**config.mk**
```make
export PLATFORM = sky130hd
export DESIGN_NAME = pprn_cell
export DESIGN_NICKNAME = d
export VERILOG_FILES = /design/src/rtl/pprn_pkg.sv /design/src/rtl/pprn_cell.sv
export SDC_FILE = /design/constraint.sdc
export NUM_CORES = 2
export LEC_CHECK = 0
export ABC_AREA = 1
export BUFFER_PORTS_ARGS = -buffer_cell sky130_fd_sc_hd__clkbuf_2
export CAP_MARGIN = 20
export CORE_AREA = 2 2 477 479
export DETAILED_ROUTE_END_ITERATION = 10
export DIE_AREA = 0 0 479 481
export PLACE_DENSITY = 0.42
export SLEW_MARGIN = 10
export SYNTH_ARGS = -nofsm -noshare
export SYNTH_HDL_FRONTEND = slang
export SYNTH_SLANG_ARGS = --single-unit
```
**constraint.sdc**
```tcl
create_clock -name clk -period 7.6 [get_ports clk]
set_clock_uncertainty 0.05 [all_clocks]
set_input_delay 1.52 -clock clk [delete_from_list [all_inputs] [get_ports clk]]
set_output_delay 1.52 -clock clk [all_outputs]
set_load 0.03 [all_outputs]
```
**src/rtl/pprn_pkg.sv**
```systemverilog
`default_nettype none
package pprn_pkg;

  localparam int COORD_BITS = 11;
  localparam int FOCAL_BITS = 13;
  localparam int FRAC_BITS  = 15;

  // widest lane magnitude, sum of squares, and the partial product width
  localparam int MAG_BITS = (COORD_BITS > FOCAL_BITS) ? COORD_BITS : FOCAL_BITS;
  localparam int SUM_BITS = 2 * MAG_BITS + 2;
  localparam int ACC_BITS = 2 * FRAC_BITS + SUM_BITS + 1;
  localparam int QS_BITS  = FRAC_BITS + SUM_BITS;

  localparam int LANES = 3;

  // register indexes
  localparam logic [1:0] REG_CENTER_COL = 2'd0;
  localparam logic [1:0] REG_CENTER_ROW = 2'd1;
  localparam logic [1:0] REG_FOCAL      = 2'd2;

  typedef struct packed {
    logic [COORD_BITS-1:0] pixel_col;
    logic [COORD_BITS-1:0] pixel_row;
  } pixel_t;

  typedef struct packed {
    logic signed [FRAC_BITS:0] ray_x;
    logic signed [FRAC_BITS:0] ray_y;
    logic [FRAC_BITS-1:0]      ray_z;
  } ray_t;

  // per word flags that ride along the cell chain
  typedef struct packed {
    logic             valid;
    logic             zero;
    logic [LANES-1:0] neg;
  } tag_t;

endpackage
`default_nettype wire

```
**src/rtl/pprn_cell.sv**
```systemverilog
`default_nettype none
// One result bit for all three lanes: trial t = q | 2^BIT, tested as
// q^2*S + q*S*2^(BIT+1) + S*2^(2*BIT) <= target, all kept incrementally.
module pprn_cell #(
  parameter int BIT = 0
) (
  input  wire                                        clk,
  input  wire                                        rst,
  input  wire                                        en,
  input  wire pprn_pkg::tag_t                        tag_i,
  input  wire [pprn_pkg::LANES-1:0][pprn_pkg::SUM_BITS-1:0]  s_i,
  input  wire [pprn_pkg::LANES-1:0][pprn_pkg::ACC_BITS-1:0]  tgt_i,
  input  wire [pprn_pkg::LANES-1:0][pprn_pkg::ACC_BITS-1:0]  p_i,
  input  wire [pprn_pkg::LANES-1:0][pprn_pkg::QS_BITS-1:0]   qs_i,
  input  wire [pprn_pkg::LANES-1:0][pprn_pkg::FRAC_BITS-1:0] q_i,
  output pprn_pkg::tag_t                             tag_o,
  output logic [pprn_pkg::LANES-1:0][pprn_pkg::SUM_BITS-1:0]  s_o,
  output logic [pprn_pkg::LANES-1:0][pprn_pkg::ACC_BITS-1:0]  tgt_o,
  output logic [pprn_pkg::LANES-1:0][pprn_pkg::ACC_BITS-1:0]  p_o,
  output logic [pprn_pkg::LANES-1:0][pprn_pkg::QS_BITS-1:0]   qs_o,
  output logic [pprn_pkg::LANES-1:0][pprn_pkg::FRAC_BITS-1:0] q_o
);
  import pprn_pkg::*;

  logic [LANES-1:0][ACC_BITS-1:0]  p_next;
  logic [LANES-1:0][QS_BITS-1:0]   qs_next;
  logic [LANES-1:0][FRAC_BITS-1:0] q_next;

  // trial and accept per lane
  always_comb begin
    logic [ACC_BITS-1:0] cand;
    for (int l = 0; l < LANES; l++) begin
      cand = p_i[l] + (ACC_BITS'(qs_i[l]) << (BIT + 1)) + (ACC_BITS'(s_i[l]) << (2 * BIT));
      if (cand <= tgt_i[l]) begin
        p_next[l]  = cand;
        qs_next[l] = qs_i[l] + (QS_BITS'(s_i[l]) << BIT);
        q_next[l]  = q_i[l] | (FRAC_BITS'(1) << BIT);
      end else begin
        p_next[l]  = p_i[l];
        qs_next[l] = qs_i[l];
        q_next[l]  = q_i[l];
      end
    end
  end

  always_ff @(posedge clk) begin
    if (rst) begin
      tag_o.valid <= 1'b0;
    end else if (en) begin
      tag_o.valid <= tag_i.valid;
    end
    if (en) begin
      tag_o.zero <= tag_i.zero;
      tag_o.neg  <= tag_i.neg;
      s_o        <= s_i;
      tgt_o      <= tgt_i;
      p_o        <= p_next;
      qs_o       <= qs_next;
      q_o        <= q_next;
    end
  end

endmodule
`default_nettype wire

```
-- Word level (Yosys, flattened, before mapping)
Index checks and enable logic that the tools add are counted.
- output and inout bits: 617
- input port bits: 620
- bits in registers: 617
- word-level logic and storage cells: 39
- magnitude comparators: 3
- add/subtract/negate cells: 9
- muxes and demuxes: 6
- operator list (kind ; count):
    59-bit by 28-bit adder with 59-bit output ; 3
    59-bit by 44-bit adder with 59-bit output ; 3
    59-bit less-or-equal comparator ; 3
    59-bit 2-to-1 mux ; 3
    43-bit by 28-bit adder with 43-bit output ; 3
    43-bit 2-to-1 mux ; 3

-- Logic depth before layout (Yosys ltp)
- depth after elaboration: 4
- mapped depth: 31
- mapped depth without buffers: 30

-- Worst setup path after synthesis
Ideal clock, no wire load.
- path kind: input -> register
- from: input port s_i[57] (netlist bit)
- to: register qs_o[124] (netlist bit), data pin
- library setup time: 0.252 ns
- data arrival time: 5.075 ns
- path slack: 2.223 ns
- required time: 7.298 ns
- buffers on the path: 2
- stages on the path: 29
- path through: fa_1 ha_1 inv_1 fa_1 inv_1 nand3_1 nand2_1 nand2_1 nand2_1 nand2_1 nand3_1 nand2_1 nand3_1 nand2_1 and2_1 ha_1 nand2_1 nor2_2 nand2_1 nor2_1 nand3_1 nor3_1 nand2_1 nand2_1 nand2_2 buf_4 buf_6 nand2_1 nand2_1
- RTL lines (element ; line ; source):
    start: declaration ; pprn_cell.sv:11 ; input wire [pprn_pkg::LANES-1:0][pprn_pkg::SUM_BITS-1:0] s_i,
    end signal: assignment ; pprn_cell.sv:58 ; qs_o <= qs_next;
    end: declaration ; pprn_cell.sv:20 ; output logic [pprn_pkg::LANES-1:0][pprn_pkg::QS_BITS-1:0] qs_o,

==> results.cfg <==
[run_status]
status = complete, no violations

[floorplan]
fp.dieH_um = 481
start_util_pct = 22.9
die-area_sq_um = 230000
ports = 1237
fp-row-count = 175
die_width_um = 479
placeableCoreArea_sq_um = 226000

[detailed_routing]
drc_violation_total_after_the_first_tritonroute_iteration = 3832
met3WireLength_mm = 15.1
drc = 0
m1WireLength_mm = 126
post_drt_via_cell_ratio = 4.46
drt-total-wl_mm = 285
via_count = 52500
dr_wl_met2_mm = 136
post_drt_wl_per_cell_um = 24.2
drt-pass1-iter-count = 6
postRouteAntennaNets = 0
route.top_layer_used = met5

[sta]
setup_viol = 0
maxSlewViolCount = 0
layout_worst_path_cycle_share_pct = 82.4
max_slew.worst_pin.slew_ns = 0.997
relSlewSlack_pct = 33.0
final.setup.tns_ns = 0
final-hold-violation-count = 0
hold_ws_ns = 0.494
min_period_ns = 6.26
clock.fmax_mhz = 160
rsz0062_at_grt = no

[finish]
multi_input_area_sq_um = 27700
fin_nets = 9829
filler_cell_count = 25200
ff_latch_area_sq_um = 18500
post_route_cells_drive_above_1_share_pct = 16.6
synthToLayoutAreaGrowth_pct = 25.4

[clocking]
clock-root-buffer = sky130_fd_sc_hd__clkbuf_16
clock_edge_transition_at_the_registers_on_the_reported_setup_and_hold_paths_ns = 0.06
tritoncts = done
tritoncts.num_buffers = 84
post_cts_resize_count = 0
post-cts-setup-buffer-count = 0
h-tree-depth = 3
clock_insertion_delay_worst_skew_ns = 0.74
numClockSinks = 617
hold_buf_cts = 0
ctsLongestPathBuffers = 3

[setup_path]
critical_path_arrival_ns = 6.66
endpoint_kind = flop
critical_path_peak_fanout = 70
crit_required_ns = 8.00
setup.worst_path.start_class = input port
crit_type = input port to flop

[global_routing]
grt_first_pass_wirelength_mm = 389
grt_usage_pct = 23.8
gr-total-overflow = 0
number_of_antenna_violations_at_the_first_check_in_global_routing = 42
via_count_of_the_first_global_routing_pass = 51400
grt_max_degree = 133

[placement]
port_buffers = 1236
gp_routability_congestion = 0.984
place_hpwl_mm = 250

[power_and_ir_drop]
power_density_nw_per_um2 = 236
leakage_nw = 35.1
ir_drop_v = 0.000194

[synthesis]
synth_edf_count = 616
ys.flop_type = sky130_fd_sc_hd__edfxtp_1
syn-cell-area_sq_um = 51600
synth.ff_latch_count = 617
total_nets_after_synthesis = 8512
synth.yosys.seq_area_share_pct = 35.9
yosys.cell_types.count = 40
yosys_warnings = 0
syn_inst = 7361
average_size_of_a_mapped_cell_sq_um = 7.01
async_flop_share_pct = 0

[hold_path]
timing.hold.worst.class = flop to flop

[job]
timing.max_cap.violations = 0
[cells in the mapped netlist, types with 2 or more instances]
library cell               count  area, sq um
sky130_fd_sc_hd__nor3_1       55          275
sky130_fd_sc_hd__nand2_1    3197        12000
sky130_fd_sc_hd__o21ai_0      67          335
sky130_fd_sc_hd__nand3b_1     24          180
sky130_fd_sc_hd__o21bai_1     19          143
sky130_fd_sc_hd__nor2_1      586         2200
sky130_fd_sc_hd__nand2_2       3         18.8
sky130_fd_sc_hd__ha_1        444         5560
sky130_fd_sc_hd__inv_4         3         18.8
sky130_fd_sc_hd__o211ai_1      5         37.5
sky130_fd_sc_hd__buf_6        20          225
sky130_fd_sc_hd__buf_2        22          110
sky130_fd_sc_hd__nor3_2        3         30.0
sky130_fd_sc_hd__or2_1         2         12.5
sky130_fd_sc_hd__fa_1         87         1740
sky130_fd_sc_hd__and2_1       32          200
sky130_fd_sc_hd__nand4_1     105          657
sky130_fd_sc_hd__xnor2_1      27          236
sky130_fd_sc_hd__a21o_1       15          113
sky130_fd_sc_hd__nor3b_1       2         15.0
sky130_fd_sc_hd__or2_2         9         56.3
sky130_fd_sc_hd__nand3_1     321         1610
sky130_fd_sc_hd__xor2_1      130         1140
sky130_fd_sc_hd__clkbuf_1     13         48.8
sky130_fd_sc_hd__a21oi_1     202         1010
sky130_fd_sc_hd__nor4_1        4         25.0
sky130_fd_sc_hd__edfxtp_1    616        18500
sky130_fd_sc_hd__buf_4        10         75.1
sky130_fd_sc_hd__inv_1      1327         4980
[per-stage QoR]
stage	worst slack [ns]	cell area [sq um]	total power (W)	instances	util [%]
3_3_place_gp	0.642	61700	0.0110	11600	27.4
6_report	1.34	64800	0.0153	11800	28.7
3_5_place_dp	0.684	61700	0.0110	11600	27.4
5_1_grt	1.20	64700	0.0161	11800	28.7
2_1_floorplan	2.22	51600	0.00821	7361	-
4_1_cts	1.49	64700	0.0155	11800	28.7
[registers in the layout, summed over array words and instances (netlist names)]
register  cells
p_o         177
tgt_o       177
qs_o        129
tag_o         5
s_o          84
q_o          45
[worst max-delay path, stage by stage]
cell,delay [ns]
sky130_fd_sc_hd__clkbuf_2,0.13
sky130_fd_sc_hd__fa_1,0.55
sky130_fd_sc_hd__ha_1,0.27
sky130_fd_sc_hd__inv_1,0.08
sky130_fd_sc_hd__fa_1,0.46
sky130_fd_sc_hd__nor2_1,0.16
sky130_fd_sc_hd__o21ai_0,0.09
sky130_fd_sc_hd__nand2_1,0.26
sky130_fd_sc_hd__nand2_1,0.12
sky130_fd_sc_hd__nand3_1,0.28
sky130_fd_sc_hd__nand2_1,0.18
sky130_fd_sc_hd__nand3_1,0.11
sky130_fd_sc_hd__nand2_1,0.13
sky130_fd_sc_hd__ha_1,0.30
sky130_fd_sc_hd__nand2_1,0.06
sky130_fd_sc_hd__nor2_1,0.17
sky130_fd_sc_hd__nand4_1,0.34
sky130_fd_sc_hd__inv_2,0.21
sky130_fd_sc_hd__nand2_1,0.09
sky130_fd_sc_hd__nor2_1,0.10
sky130_fd_sc_hd__nand4_1,0.23
sky130_fd_sc_hd__nand2_4,0.18
sky130_fd_sc_hd__buf_12,0.31
sky130_fd_sc_hd__o21ai_0,0.24
[power breakdown]
part           leakage, nW  switching, W  internal, W
Clock                 1.41       0.00179      0.00258
Combinational         27.7       0.00464      0.00176
Sequential            6.03      0.000212      0.00430
Total                 35.1       0.00664      0.00864
[cells by family after synthesis]
kind of cell | count (synthesis) | synth area share (%)
AO/OA/AOI/OAI | 310 | 3.20
multiplexers | 1 | 0.0194
buffers and inverters | 1396 | 10.6
AND/OR/NAND/NOR | 4349 | 33.5
adder cells (fa/ha/maj) | 531 | 14.1
flip-flops | 617 | 35.9
XOR/XNOR | 157 | 2.66
[metal layers]
metal / GRT usage, % / vias to the layer above
met5: 0 / -
met4: 6.93 / 12
met3: 3.45 / 272
met2: 40.8 / 1737
met1: 31.0 / 24900
li1: - / 25600
[placed cells by master, fill, tap and decap left out, drive strengths merged, types with 32 or more instances in the layout]
cell type and count:
a21oi 202, clkbuf 1332, buf 61, nand2 3201, o21ai 67, nand4 105
xor2 130, nor2 587, ha 444, fa 87, nand3 321, inv 1334
edfxtp 616, nor3 58, and2 32
[path summary, 6_finish.rpt]
path | from | slack [ns] | depth (start not counted) | endpoint
worst max register to register | tag_o[4]$_SDFFE_PP0P_ | 6.93 | 2 | tag_o[4]$_SDFFE_PP0P_
worst min-delay path | tag_o[4]$_SDFFE_PP0P_ | 0.49 | 2 | tag_o[4]$_SDFFE_PP0P_
worst min register to register | tag_o[4]$_SDFFE_PP0P_ | 0.49 | 2 | tag_o[4]$_SDFFE_PP0P_
worst max-delay path | s_i[29] | 1.34 | 24 | qs_o[73]$_DFFE_PP_
[cell type report]
type,count,share of cell area (%)
antenna,15,0.0580
clock buffer,97,3.35
clock inverter,58,1.23
inverter,1331,7.73
multi-input combinational,5348,42.7
sequential,617,28.6
tap,3009,5.81
timing repair buffer,1296,10.5
(Power assumes the default switching activity.)
